--- src/rtl/pdm_pkg.sv ---
// Shared widths, payload structs and register indexes for the PID drive mixer.
package pdm_pkg;

  // Field and datapath widths.
  localparam int unsigned ERR_W      = 16;
  localparam int unsigned SUM_W      = 32;
  localparam int unsigned DIFF_W     = ERR_W + 1;
  localparam int unsigned GAIN_W     = 16;
  localparam int unsigned SPEED_W    = 8;
  localparam int unsigned P_TERM_W   = GAIN_W + 1 + ERR_W;
  localparam int unsigned I_TERM_W   = GAIN_W + 1 + SUM_W;
  localparam int unsigned D_TERM_W   = GAIN_W + 1 + DIFF_W;
  localparam int unsigned PID_W      = I_TERM_W + 1;
  localparam int unsigned FRAC_W     = 16;
  localparam int unsigned DRIVE_W    = PID_W - FRAC_W;
  localparam int unsigned CFG_IDX_W  = 3;
  localparam int unsigned CFG_DATA_W = 16;

  // Register reset values.
  localparam logic [GAIN_W-1:0] KI_RESET = 16'd3;

  // Configuration register indexes.
  typedef enum logic [CFG_IDX_W-1:0] {
    CFG_KP   = 3'd0,
    CFG_KI   = 3'd1,
    CFG_KD   = 3'd2,
    CFG_BASE = 3'd3,
    CFG_STOP = 3'd4
  } cfg_idx_e;

  // Gain registers as seen by the product stage.
  typedef struct packed {
    logic [GAIN_W-1:0] kp;
    logic [GAIN_W-1:0] ki;
    logic [GAIN_W-1:0] kd;
  } pdm_gains_t;

  // Error terms of one item after the state update.
  typedef struct packed {
    logic signed [ERR_W-1:0]  err;
    logic signed [SUM_W-1:0]  sum;
    logic signed [DIFF_W-1:0] diff;
  } pdm_terms_t;

  // Weighted terms of one item.
  typedef struct packed {
    logic signed [P_TERM_W-1:0] p_term;
    logic signed [I_TERM_W-1:0] i_term;
    logic signed [D_TERM_W-1:0] d_term;
  } pdm_products_t;

endpackage

--- src/rtl/pdm_front.sv ---
// Input stage: integral and derivative state update and the error term register.
module pdm_front (
  input  logic                                clk_i,
  input  logic                                rst_ni,
  input  logic                                in_valid_i,
  input  logic signed [pdm_pkg::ERR_W-1:0]    shift_error_i,
  input  logic                                manual_stop_i,
  input  logic                                ready_i,
  output logic                                in_stall_o,
  output logic                                valid_o,
  output pdm_pkg::pdm_terms_t                 terms_o
);

  logic                                  valid_q;
  pdm_pkg::pdm_terms_t                   terms_q;
  logic signed [pdm_pkg::SUM_W-1:0]      sum_q;
  logic signed [pdm_pkg::SUM_W-1:0]      sum_d;
  logic signed [pdm_pkg::ERR_W-1:0]      prev_q;
  logic signed [pdm_pkg::SUM_W:0]        sum_wide;
  logic signed [pdm_pkg::DIFF_W-1:0]     diff;
  logic                                  ready_up;
  logic                                  accept;

  // The stage takes an item when it is empty or its item moves on.
  assign ready_up   = !valid_q || ready_i;
  assign accept     = in_valid_i && ready_up;
  assign in_stall_o = !ready_up;

  // Saturating running sum of the error.
  always_comb begin
    sum_wide = {sum_q[pdm_pkg::SUM_W-1], sum_q}
             + {{(pdm_pkg::SUM_W+1-pdm_pkg::ERR_W){shift_error_i[pdm_pkg::ERR_W-1]}},
                shift_error_i};
    if (sum_wide[pdm_pkg::SUM_W] != sum_wide[pdm_pkg::SUM_W-1]) begin
      sum_d = sum_wide[pdm_pkg::SUM_W] ? {1'b1, {(pdm_pkg::SUM_W-1){1'b0}}}
                                       : {1'b0, {(pdm_pkg::SUM_W-1){1'b1}}};
    end else begin
      sum_d = sum_wide[pdm_pkg::SUM_W-1:0];
    end
  end

  // Difference to the previous error.
  assign diff = {shift_error_i[pdm_pkg::ERR_W-1], shift_error_i}
              - {prev_q[pdm_pkg::ERR_W-1], prev_q};

  // Controller state advances on every accepted item, stopped or not.
  always_ff @(posedge clk_i or negedge rst_ni) begin
    if (!rst_ni) begin
      sum_q  <= '0;
      prev_q <= '0;
    end else if (accept) begin
      sum_q  <= sum_d;
      prev_q <= shift_error_i;
    end
  end

  // An item under manual stop leaves no entry in the pipeline.
  always_ff @(posedge clk_i or negedge rst_ni) begin
    if (!rst_ni) begin
      valid_q <= 1'b0;
    end else if (ready_up) begin
      valid_q <= accept && !manual_stop_i;
    end
  end

  always_ff @(posedge clk_i) begin
    if (accept) begin
      terms_q.err  <= shift_error_i;
      terms_q.sum  <= sum_d;
      terms_q.diff <= diff;
    end
  end

  assign valid_o = valid_q;
  assign terms_o = terms_q;

  // A stopped item never reaches the next stage.
  assert property (@(posedge clk_i) disable iff (!rst_ni)
    accept && manual_stop_i |=> !valid_q)
    else $error("stopped item entered the pipeline");

  // Adding a non-negative error to a non-negative sum must not wrap negative.
  assert property (@(posedge clk_i) disable iff (!rst_ni)
    accept && !shift_error_i[pdm_pkg::ERR_W-1] && !sum_q[pdm_pkg::SUM_W-1]
    |=> !sum_q[pdm_pkg::SUM_W-1])
    else $error("error sum wrapped instead of saturating");

endmodule

--- config.mk ---
export PLATFORM = sky130hd
export DESIGN_NAME = pdm_front
export DESIGN_NICKNAME = d
export VERILOG_FILES = /design/src/rtl/pdm_pkg.sv /design/src/rtl/pdm_front.sv
export SDC_FILE = /design/constraint.sdc
export NUM_CORES = 1
export LEC_CHECK = 0
export BUFFER_PORTS_ARGS = -buffer_cell sky130_fd_sc_hd__buf_2
export CAP_MARGIN = 20
export CORE_ASPECT_RATIO = 0.8
export CORE_UTILIZATION = 63
export DETAILED_ROUTE_END_ITERATION = 16
export PLACE_DENSITY = 0.92
export REMOVE_ABC_BUFFERS = 1
export SLEW_MARGIN = 30
export SYNTH_ARGS = -nofsm -noshare
export SYNTH_HDL_FRONTEND = slang
export SYNTH_SLANG_ARGS = --single-unit
--- constraint.sdc ---
create_clock -name clk_i -period 5.1 [get_ports clk_i]
set_clock_uncertainty 0.05 [all_clocks]
set_input_delay 0 -clock clk_i [delete_from_list [all_inputs] [get_ports clk_i]]
set_output_delay 0 -clock clk_i [all_outputs]
set_load 0.01 [all_outputs]
==> results.toml <==
[run_status]
status = "finished, final reports clean"

[cts]
cts_tree = "yes"
cts-htree-levels = 4
clock_sinks = 114
clkSlewWorstSetupHoldPaths_ns = 0.06
clk-insertion-delay-late_ns = 0.42
root_buffer = "clkbuf_16"
cts_buffer_depth = 2
ctsResizeCount = 0
hold_buffers = 18
post_cts_buffers = 0
cts_buffers = 17

[floorplan]
core-area_mm2 = 0.0103
die-area_mm2 = 0.0111
ios = 88
row_count = 33
dieHeight_um = 94.5
die_w_um = 118
initial_core_util_pct = 65.3

[synthesis]
yosys_warnings = 0
postSynthAreaPerCell_um2 = 10.5
synthFlopType = "edfxtp_1"
synth_edf_count = 65
syn_area_mm2 = 0.00674
ys_top_cells_by_area = "edfxtp_1, dfrtp_1, ha_1"
yosysTopAreaCell = "edfxtp_1"
ys_ff_latch = 114
synth_top_area_share_pct = 29.0
synth.distinct_cells = 61
syn_inst = 642
async_reset_ff_share_pct = 43.0
ys_seq_area_share_pct = 47.2

[cells_and_area]
num-fill-cells = 618
layout_commonest_cell = "buf_2"
finalNetCount = 821
drive_above_1_share_pct = 22.7
antenna_cells = 0
most-common-layout-cells = "buf_2, nand2_1, edfxtp_1, a21oi_1, dfrtp_1"
syn_to_final_growth_pct = 20.2

[power]
power_uw = 5850
power_frac_comb_pct = 50.4
switching_share_pct = 41.2
irDropWorstVdd_mv = 0.470
cellInternalPower_uw = 3440
p_seq_share_pct = 27.1
clockPowerShare_pct = 22.5
power.leakage_uw = 0.00358
power.density_mw_per_mm2 = 722
p_sw_uw = 2410

[setup_path]
startpoint_type = "register"
cp_slowest_stage_delay_ns = 0.62
critPathCaptureType = "register"
critPathRequiredTime_ns = 5.37
path_max_fanout = 10
crit_family = "compound AO/OA/AOI/OAI gates"
critPathArrivalTime_ns = 3.95
cpMostUsedCell = "a21oi_1"
path_cells = "ha_1, inv_1, fa_1, nand2b_1, a21oi_1, nor2_1, o211ai_2, a31o_1, a21oi_2, a21boi_2, o21ai_1, a21oi_1"
worst-path-buf-inv = 1
worstSetupPathType = "reg -> reg"
slowest_stage = "a21boi_2"

[place]
gp_congestion = 0.931
dp_hpwl_um = 10900
portBuffers = 87

[sta]
tightest_slew_ns = 0.895
setup_viol = 0
max_freq_mhz = 271
maxSlewViolCount = 0
max_slew_margin_pct = 40.2
min_period_ns = 3.69
rsz0062_at_grt = "no"
fin_crit_sh_pct = 72.3
whs_ns = 0.0464
hold_violations = 0

[worst_hold_path]
worstHoldPathType = "in -> reg"

[routing]
first_pass_iters = 5
antenna_left = 0
route.detailed.drc = 0
viasPerCell = 6.20
drtIter0Drc = 508
wirelength_um = 17600
wl_per_cell_um = 19.5
via_count = 5595

[job]
cap_viol_max_count = 0

[global_routing]
grt_pass1_vias = 5589
grt_max_degree = 102
grt-ovfl-total = 0
grt_first_pass_wirelength_um = 28500
track_usage_pct = 33.1
antenna_found_initial = 0
[power groups by stage]
stage          logic, µW  registers (µW)  clock network [µW]
6_report            2950            1590                1310
3_5_place_dp        2780            1580                   0
4_1_cts             2880            1580                1320
3_3_place_gp        2670            1570                   0
2_1_floorplan       2010            1650                   0
5_1_grt             3180            1610                1350
[cells by family after synthesis]
family / synth area share [%]
buffers and inverters: 3.44
and+or+nand+nor: 12.5
muxes: 3.68
AOI/OAI and AO/OA: 18.5
adders and majority gates: 9.51
xor gates and xnor gates: 5.22
DFF: 47.2
[state kept, by name (all words and copies together) (netlist names)]
signal and cells:
terms_o 65, sum_q 32, prev_q 16, valid_o 1
[final timing paths]
path / cells after the start / start / end / slack, ns
worst max register to register: 12 / sum_q[0] / sum_q[10] / 1.41
worst min register to register: 1 / sum_q[25] / sum_q[25] / 0.46
min in group asynchronous: 3 / rst_ni / sum_q[31] / 0.18
worst min-delay path: 1 / shift_error_i[15] / terms_o[64] / 0.05
max in group asynchronous: 3 / rst_ni / sum_q[17] / 4.34
worst max-delay path: 12 / sum_q[0] / sum_q[10] / 1.41
[synth_stat cells (all sizes together), types with 2 or more instances]
master and count:
a31oi 6, nand2 66, nor3 16, mux2 19
and3 6, nand3 11, fa 2, nand4 3
edfxtp 65, a211oi 7, buf 8, nor2b 10
xor2 21, o21a 5, nand2b 10, xnor2 17
clkbuf 10, o31ai 4, o21bai 6, nor2 49
dfrtp 49, a21o 18, ha 48, a211o 2
inv 32, o21ai 62, a21boi 4, o211ai 8
a21oi 60, and2 4, or2 2
[layout make-up]
type                    instances  area (µm²)  share of cell area [%]
inverters                      32         120                    1.48
multi-input cells             478        3330                    41.2
clock inverters                13         195                    2.41
flip-flops and latches        114        3180                    39.2
well taps                     140         175                    2.16
clock buffers                  19         453                    5.59
repair buffers                107         643                    7.94
[per-layer routing]
metal / vias up / wire length [µm] / GRT usage, %
li1: 2546 / - / -
met1: 2671 / 7360 / 43.2
met2: 323 / 8440 / 55.6
met3: 55 / 1310 / 5.86
met4: 0 / 463 / 12.9
met5: - / 0 / 0
[per-stage QoR]
| stage | area, µm² | utilization (%) | TNS, ns | setup WS (ns) | instances |
|---|---|---|---|---|---|
| 2_1_floorplan | 6630 | - | -129.63 | -1.46 | 624 |
| 3_3_place_gp | 7270 | 70.4 | 0 | 1.75 | 853 |
| 3_5_place_dp | 7270 | 70.4 | 0 | 1.64 | 853 |
| 4_1_cts | 8100 | 78.5 | 0 | 1.50 | 903 |
| 5_1_grt | 8100 | 78.5 | 0 | 1.22 | 903 |
| 6_report | 8100 | 78.5 | 0 | 1.41 | 903 |
(Power assumes the default switching activity.)
