**src/rtl/pdm_pkg.sv**
```systemverilog
// Shared widths, payload structs and register indexes for the PID drive mixer.
package pdm_pkg;

  // Field and datapath widths.
  localparam int unsigned ERR_W      = 16;
  localparam int unsigned SUM_W      = 32;
  localparam int unsigned DIFF_W     = ERR_W + 1;
  localparam int unsigned GAIN_W     = 16;
  localparam int unsigned SPEED_W    = 8;
  localparam int unsigned P_TERM_W   = GAIN_W + 1 + ERR_W;
  localparam int unsigned I_TERM_W   = GAIN_W + 1 + SUM_W;
  localparam int unsigned D_TERM_W   = GAIN_W + 1 + DIFF_W;
  localparam int unsigned PID_W      = I_TERM_W + 1;
  localparam int unsigned FRAC_W     = 16;
  localparam int unsigned DRIVE_W    = PID_W - FRAC_W;
  localparam int unsigned CFG_IDX_W  = 3;
  localparam int unsigned CFG_DATA_W = 16;

  // Register reset values.
  localparam logic [GAIN_W-1:0] KI_RESET = 16'd3;

  // Configuration register indexes.
  typedef enum logic [CFG_IDX_W-1:0] {
    CFG_KP   = 3'd0,
    CFG_KI   = 3'd1,
    CFG_KD   = 3'd2,
    CFG_BASE = 3'd3,
    CFG_STOP = 3'd4
  } cfg_idx_e;

  // Gain registers as seen by the product stage.
  typedef struct packed {
    logic [GAIN_W-1:0] kp;
    logic [GAIN_W-1:0] ki;
    logic [GAIN_W-1:0] kd;
  } pdm_gains_t;

  // Error terms of one item after the state update.
  typedef struct packed {
    logic signed [ERR_W-1:0]  err;
    logic signed [SUM_W-1:0]  sum;
    logic signed [DIFF_W-1:0] diff;
  } pdm_terms_t;

  // Weighted terms of one item.
  typedef struct packed {
    logic signed [P_TERM_W-1:0] p_term;
    logic signed [I_TERM_W-1:0] i_term;
    logic signed [D_TERM_W-1:0] d_term;
  } pdm_products_t;

endpackage

```
**src/rtl/pdm_mix.sv**
```systemverilog
// Sum and mix stages: PID sum, truncation to a drive value, wheel mixing and clamp.
module pdm_mix #(
  parameter int unsigned MAX_SPEED = 100
) (
  input  logic                              clk_i,
  input  logic                              rst_ni,
  input  logic                              valid_i,
  input  pdm_pkg::pdm_products_t            products_i,
  input  logic [pdm_pkg::SPEED_W-1:0]       base_speed_i,
  output logic                              ready_o,
  input  logic                              out_stall_i,
  output logic                              out_valid_o,
  output logic [pdm_pkg::SPEED_W-1:0]       left_speed_o,
  output logic [pdm_pkg::SPEED_W-1:0]       right_speed_o
);

  localparam int unsigned WheelW = pdm_pkg::DRIVE_W + 1;
  localparam logic [pdm_pkg::SPEED_W-1:0] MaxSpeedL = pdm_pkg::SPEED_W'(MAX_SPEED);

  logic                                  c_valid_q;
  logic signed [pdm_pkg::PID_W-1:0]      pid_q;
  logic signed [pdm_pkg::PID_W-1:0]      pid_d;
  logic                                  out_valid_q;
  logic [pdm_pkg::SPEED_W-1:0]           left_q;
  logic [pdm_pkg::SPEED_W-1:0]           right_q;
  logic [pdm_pkg::SPEED_W-1:0]           left_d;
  logic [pdm_pkg::SPEED_W-1:0]           right_d;
  logic                                  round_up;
  logic signed [pdm_pkg::DRIVE_W-1:0]    drive;
  logic signed [WheelW-1:0]              left_w;
  logic signed [WheelW-1:0]              right_w;
  logic                                  out_ready;
  logic                                  c_ready;

  // Clamp a signed wheel value into 0..MAX_SPEED.
  function automatic logic [pdm_pkg::SPEED_W-1:0] clamp_wheel(
    input logic signed [WheelW-1:0] v
  );
    logic [pdm_pkg::SPEED_W-1:0] r;
    if (v[WheelW-1]) begin
      r = '0;
    end else if (v > $signed({{(WheelW-pdm_pkg::SPEED_W){1'b0}}, MaxSpeedL})) begin
      r = MaxSpeedL;
    end else begin
      r = v[pdm_pkg::SPEED_W-1:0];
    end
    return r;
  endfunction

  assign out_ready = !out_valid_q || !out_stall_i;
  assign c_ready   = !c_valid_q || out_ready;
  assign ready_o   = c_ready;

  // PID sum of the three weighted terms; it cannot overflow PID_W bits.
  assign pid_d = pdm_pkg::PID_W'(products_i.p_term)
               + pdm_pkg::PID_W'(products_i.i_term)
               + pdm_pkg::PID_W'(products_i.d_term);

  always_ff @(posedge clk_i or negedge rst_ni) begin
    if (!rst_ni) begin
      c_valid_q <= 1'b0;
    end else if (c_ready) begin
      c_valid_q <= valid_i;
    end
  end

  always_ff @(posedge clk_i) begin
    if (valid_i && c_ready) begin
      pid_q <= pid_d;
    end
  end

  // Drop the fraction toward zero: a negative sum with a fraction rounds up.
  assign round_up = pid_q[pdm_pkg::PID_W-1] && (|pid_q[pdm_pkg::FRAC_W-1:0]);
  assign drive    = $signed(pid_q[pdm_pkg::PID_W-1:pdm_pkg::FRAC_W]
                          + {{(pdm_pkg::DRIVE_W-1){1'b0}}, round_up});

  // Left wheel gets base plus drive, right wheel base minus drive.
  assign left_w  = $signed({{(WheelW-pdm_pkg::SPEED_W){1'b0}}, base_speed_i})
                 + {drive[pdm_pkg::DRIVE_W-1], drive};
  assign right_w = $signed({{(WheelW-pdm_pkg::SPEED_W){1'b0}}, base_speed_i})
                 - {drive[pdm_pkg::DRIVE_W-1], drive};

  // Zero base speed stops both wheels.
  always_comb begin
    if (base_speed_i == '0) begin
      left_d  = '0;
      right_d = '0;
    end else begin
      left_d  = clamp_wheel(left_w);
      right_d = clamp_wheel(right_w);
    end
  end

  always_ff @(posedge clk_i or negedge rst_ni) begin
    if (!rst_ni) begin
      out_valid_q <= 1'b0;
    end else if (out_ready) begin
      out_valid_q <= c_valid_q;
    end
  end

  always_ff @(posedge clk_i) begin
    if (c_valid_q && out_ready) begin
      left_q  <= left_d;
      right_q <= right_d;
    end
  end

  assign out_valid_o   = out_valid_q;
  assign left_speed_o  = left_q;
  assign right_speed_o = right_q;

  // Delivered wheel speeds never exceed the speed limit.
  assert property (@(posedge clk_i) disable iff (!rst_ni)
    out_valid_q |-> (left_q <= MaxSpeedL) && (right_q <= MaxSpeedL))
    else $error("wheel speed above limit");

  // A summed item held behind a full output register is kept, not dropped.
  assert property (@(posedge clk_i) disable iff (!rst_ni)
    c_valid_q && !out_ready |=> c_valid_q)
    else $error("summed item lost while output stalled");

endmodule
```
**config.mk**
```make
export PLATFORM = sky130hd
export DESIGN_NAME = pdm_mix
export DESIGN_NICKNAME = d
export VERILOG_FILES = /design/src/rtl/pdm_pkg.sv /design/src/rtl/pdm_mix.sv
export SDC_FILE = /design/constraint.sdc
export NUM_CORES = 1
export LEC_CHECK = 0
export BUFFER_PORTS_ARGS = -buffer_cell sky130_fd_sc_hd__buf_2
export CAP_MARGIN = 15
export CORE_MARGIN = 4
export CORE_UTILIZATION = 39
export DETAILED_ROUTE_END_ITERATION = 8
export PLACE_DENSITY = 0.64
export SLEW_MARGIN = 20
export SYNTH_ARGS = -nofsm -noshare
export SYNTH_HDL_FRONTEND = slang
export SYNTH_SLANG_ARGS = --single-unit
```
**constraint.sdc**
```tcl
create_clock -name clk_i -period 5.1 [get_ports clk_i]
set_input_delay 1.02 -clock clk_i [delete_from_list [all_inputs] [get_ports clk_i]]
set_output_delay 1.02 -clock clk_i [all_outputs]
set_load 0.01 [all_outputs]
```
==> impl_metrics.prom <==
# TYPE chip_impl_metric gauge
chip_impl_info{name="outcome",value="completed"} 1
chip_impl_metric{name="via_count",unit=""} 8161
chip_impl_metric{name="max_slew.worst_pin.slew",unit="ns"} 0.761
chip_impl_metric{name="drtAntennaViolNets",unit=""} 0
chip_impl_metric{name="finalHoldViolCount",unit=""} 0
chip_impl_metric{name="cts.sink_count",unit=""} 68
chip_impl_metric{name="area_growth",unit="%"} 18.1
chip_impl_metric{name="route.detailed.drc",unit=""} 0
chip_impl_metric{name="tritoncts.num_buffers",unit=""} 9
chip_impl_metric{name="synth.avg_cell_area",unit="µm²"} 9.09
chip_impl_metric{name="routed_wire_length_per_instance",unit="µm"} 15.5
chip_impl_info{name="critical_path.startpoint_type",value="flop"} 1
chip_impl_info{name="cts_root_buf",value="sky130_fd_sc_hd__clkbuf_16"} 1
chip_impl_metric{name="critical_path_peak_fanout",unit=""} 5
chip_impl_metric{name="fin_total_pwr",unit="W"} 0.00357
chip_impl_metric{name="grt_antenna_before_repair",unit=""} 0
chip_impl_metric{name="grt_max_degree",unit=""} 51
chip_impl_metric{name="dieHeight",unit="µm"} 161
chip_impl_metric{name="cts_htree_levels",unit=""} 3
chip_impl_metric{name="finClkSkew",unit="ns"} 0.00609
chip_impl_metric{name="synthesis.yosys.warnings",unit=""} 0
chip_impl_metric{name="global_route.usage.total",unit="%"} 17.4
chip_impl_metric{name="synth_enable_flop_cells",unit=""} 66
chip_impl_metric{name="final_net_count",unit=""} 1404
chip_impl_metric{name="clock_tree.buffer_depth",unit=""} 2
chip_impl_metric{name="clock_network_latency_to_the_later_pin_of_the_worst_skew_pair",unit="ns"} 0.34
chip_impl_metric{name="postSynthCellCount",unit=""} 999
chip_impl_metric{name="post_syn_area",unit="mm²"} 0.00908
chip_impl_metric{name="critical_path_required",unit="ns"} 5.24
chip_impl_metric{name="initial_utilization",unit="%"} 39.8
chip_impl_metric{name="finalSetupViolations",unit=""} 0
chip_impl_metric{name="die_width",unit="µm"} 161
chip_impl_metric{name="floorplan.core_area",unit="mm²"} 0.0228
chip_impl_metric{name="final.setup.tns",unit="ns"} 0
chip_impl_info{name="synth_top_flop_cell",value="sky130_fd_sc_hd__edfxtp_1"} 1
chip_impl_metric{name="place.detailed.hpwl",unit="µm"} 19200
chip_impl_info{name="path_class",value="flop to flop"} 1
chip_impl_metric{name="path_clk_slew",unit="ns"} 0.06
chip_impl_metric{name="synthDominantCellAreaShare",unit="%"} 21.8
chip_impl_info{name="setup.worst_path.end_class",value="flop"} 1
chip_impl_metric{name="drt_pass1_iterations",unit=""} 5
chip_impl_metric{name="layout_worst_path_cycle_share",unit="%"} 95.4
chip_impl_metric{name="dr.first_iter.drc_count",unit=""} 439
chip_impl_metric{name="floorplan.rows",unit=""} 55
chip_impl_metric{name="grt-ovfl-total",unit=""} 0
chip_impl_metric{name="p_leak",unit="nW"} 4.23
chip_impl_metric{name="slew_violations",unit=""} 0
chip_impl_info{name="min_path_type",value="primary input to async pin"} 1
chip_impl_metric{name="fin_hold_ws",unit="ns"} 0.453
chip_impl_info{name="synth.area.top_cells",value="sky130_fd_sc_hd__edfxtp_1 (22%), sky130_fd_sc_hd__fa_1 (11%), sky130_fd_sc_hd__ha_1 (9.2%), sky130_fd_sc_hd__xnor2_1 (6.1%), sky130_fd_sc_hd__a21oi_1 (3.9%)"} 1
chip_impl_metric{name="fill_cell_total_of_the_finished_layout",unit=""} 2247
chip_impl_info{name="synthMostInstantiatedCell",value="sky130_fd_sc_hd__a21oi_1"} 1
chip_impl_info{name="synth_largest_area_cell",value="sky130_fd_sc_hd__edfxtp_1"} 1
chip_impl_metric{name="yosys_register_bits",unit=""} 68
chip_impl_metric{name="finish.cell_count_without_fillers",unit=""} 1475
chip_impl_metric{name="viasPerCell",unit=""} 5.53
chip_impl_metric{name="die_area",unit="mm²"} 0.0258
chip_impl_metric{name="gpl.final_weighted_congestion",unit=""} 0.873
chip_impl_info{name="cts_tree",value="done"} 1
chip_impl_metric{name="dpl.cell_count",unit=""} 1455
chip_impl_metric{name="grt_pass1_vias",unit=""} 7826
chip_impl_metric{name="power_density_over_the_cells",unit="mW/mm²"} 333
chip_impl_metric{name="ir_drop",unit="µV"} 183
chip_impl_metric{name="io_buffer_count",unit=""} 145
chip_impl_metric{name="number_of_distinct_library_cells_after_synthesis",unit=""} 98
chip_impl_metric{name="async_sr_flop_fraction",unit="%"} 2.94
chip_impl_metric{name="finalWirelength",unit="µm"} 22900
chip_impl_metric{name="timing.fmax",unit="GHz"} 0.206
chip_impl_info{name="synth.top_cells.by_count",value="sky130_fd_sc_hd__a21oi_1 (71), sky130_fd_sc_hd__ha_1 (67), sky130_fd_sc_hd__edfxtp_1 (66)"} 1
chip_impl_metric{name="drv.max_cap_violation_count",unit=""} 0
chip_impl_metric{name="ios",unit=""} 146
chip_impl_metric{name="final_layout_size_suffix_gt1_share",unit="%"} 22.1
chip_impl_metric{name="yosysSeqAreaShare",unit="%"} 22.4
chip_impl_metric{name="finalCriticalPeriod",unit="ns"} 4.87
chip_impl_metric{name="diodes",unit=""} 0
chip_impl_metric{name="grt_first_pass_wirelength",unit="µm"} 37800
chip_impl_metric{name="critPathArrivalTime",unit="ns"} 5.01
chip_impl_metric{name="max-slew-margin-rel",unit="%"} 49.1
path summary, 6_finish.rpt:
path / start / end / slack, ns / cells past startpoint
max reg2reg: pid_q[15] / right_speed_o[3] / 0.23 / 18
max: pid_q[15] / right_speed_o[3] / 0.23 / 18
min: rst_ni / c_valid_q / 0.45 / 1
min in group clk_i: c_valid_q / out_valid_o / 0.49 / 1
max in group asynchronous: rst_ni / out_valid_o / 4.55 / 1
min reg2reg: c_valid_q / out_valid_o / 0.49 / 1
timing repair:
action,in CTS,in global routing
setup buffers,0,4
hold buffers,0,0
endpoints found under the hold margin,0,0
pin swaps,0,4
resized for setup,3,21
setup endpoints to repair,4,14
per-stage QoR:
stage / worst slack, ns / utilization (%) / cell area [µm²]
5_1_grt: -0.0257 / 47.1 / 10700
3_3_place_gp: 0.118 / 45.0 / 10200
4_1_cts: 0.0177 / 46.5 / 10600
6_report: 0.235 / 47.1 / 10700
2_1_floorplan: 0.254 / - / 9080
3_5_place_dp: -0.0305 / 45.0 / 10200
worst max-delay path, cell delays in order, from the launching register on:
cell and delay, ns:
sky130_fd_sc_hd__edfxtp_1 0.40, sky130_fd_sc_hd__nor4_1 0.29, sky130_fd_sc_hd__a41oi_1 0.16, sky130_fd_sc_hd__ha_2 0.22, sky130_fd_sc_hd__ha_2 0.21, sky130_fd_sc_hd__xor2_1 0.20, sky130_fd_sc_hd__inv_1 0.07, sky130_fd_sc_hd__ha_1 0.23
sky130_fd_sc_hd__or2_2 0.30, sky130_fd_sc_hd__o221ai_1 0.25, sky130_fd_sc_hd__nand3_1 0.21, sky130_fd_sc_hd__a31oi_4 0.26, sky130_fd_sc_hd__o2111ai_1 0.15, sky130_fd_sc_hd__a2111oi_2 0.39, sky130_fd_sc_hd__buf_4 0.18, sky130_fd_sc_hd__o211ai_1 0.11
sky130_fd_sc_hd__and4bb_1 0.26, sky130_fd_sc_hd__or4b_4 0.50, sky130_fd_sc_hd__nor4_1 0.28
cell type report:
cell class | instances | area, µm² | area share, %
clock buffer | 9 | 225 | 2.10
timing repair buffer | 180 | 988 | 9.22
inverter | 49 | 184 | 1.72
multi-input combinational | 849 | 6780 | 63.3
sequential | 68 | 2030 | 19.0
tap | 313 | 392 | 3.65
clock inverter | 7 | 115 | 1.07
kinds of logic (layout without fill, tap and decap cells):
| logic type | count (synthesis) | after routing | synth area share (%) |
|---|---|---|---|
| AOI/OAI and AO/OA | 288 | 288 | 21.3 |
| buffers and inverters | 83 | 245 | 4.09 |
| DFF | 68 | 68 | 22.4 |
| other | 1 | 2 | 0.0413 |
| and+or+nand+nor | 345 | 345 | 22.2 |
| muxes | 3 | 3 | 0.331 |
| adders and majority gates | 119 | 119 | 20.7 |
| xor gates and xnor gates | 92 | 92 | 8.88 |
layer usage:
layer  GRT usage, %  vias to the layer above  share of wire, %
met5              0                        -                 0
met4           3.44                        0               1.2
met3           2.54                       21               4.3
met2           28.4                      203                46
met1           24.9                     3821                48
li1               -                     4116                 -
cell usage in the layout, fill, tap and decap left out, types with 14 or more instances in the layout:
| cell type | netlist | final |
|---|---|---|
| sky130_fd_sc_hd__a21o_1 | 27 | 27 |
| sky130_fd_sc_hd__a21oi_1 | 71 | 69 |
| sky130_fd_sc_hd__buf_2 | 7 | 145 |
| sky130_fd_sc_hd__ha_1 | 67 | 65 |
| sky130_fd_sc_hd__fa_1 | 52 | 52 |
| sky130_fd_sc_hd__inv_1 | 49 | 49 |
| sky130_fd_sc_hd__xor2_1 | 29 | 29 |
| sky130_fd_sc_hd__a31oi_1 | 16 | 15 |
| sky130_fd_sc_hd__nor2_1 | 53 | 51 |
| sky130_fd_sc_hd__nor3_1 | 20 | 19 |
| sky130_fd_sc_hd__xnor2_1 | 63 | 62 |
| sky130_fd_sc_hd__buf_4 | 1 | 35 |
| sky130_fd_sc_hd__edfxtp_1 | 66 | 66 |
| sky130_fd_sc_hd__and3_1 | 14 | 14 |
| sky130_fd_sc_hd__nand4_1 | 29 | 29 |
| sky130_fd_sc_hd__nand3_1 | 31 | 31 |
| sky130_fd_sc_hd__nor4_1 | 32 | 28 |
| sky130_fd_sc_hd__nand2_1 | 54 | 54 |
| sky130_fd_sc_hd__o21a_1 | 19 | 19 |
| sky130_fd_sc_hd__o21ai_0 | 46 | 45 |
registers in the layout (all words and copies together) (netlist names):
name           cells
left_speed_o       8
out_valid_o        1
pid_q             50
right_speed_o      8
c_valid_q          1
report_power, final:
group / leakage [nW] / internal [W] / switching [W] / total [W]
registers: 0.658 / 0.000790 / 0.000131 / 0.000921
clock network: 0.165 / 0.000475 / 0.000234 / 0.000709
logic: 3.40 / 0.000828 / 0.00112 / 0.00194
Note: power is estimated with default switching activity, not from simulation.
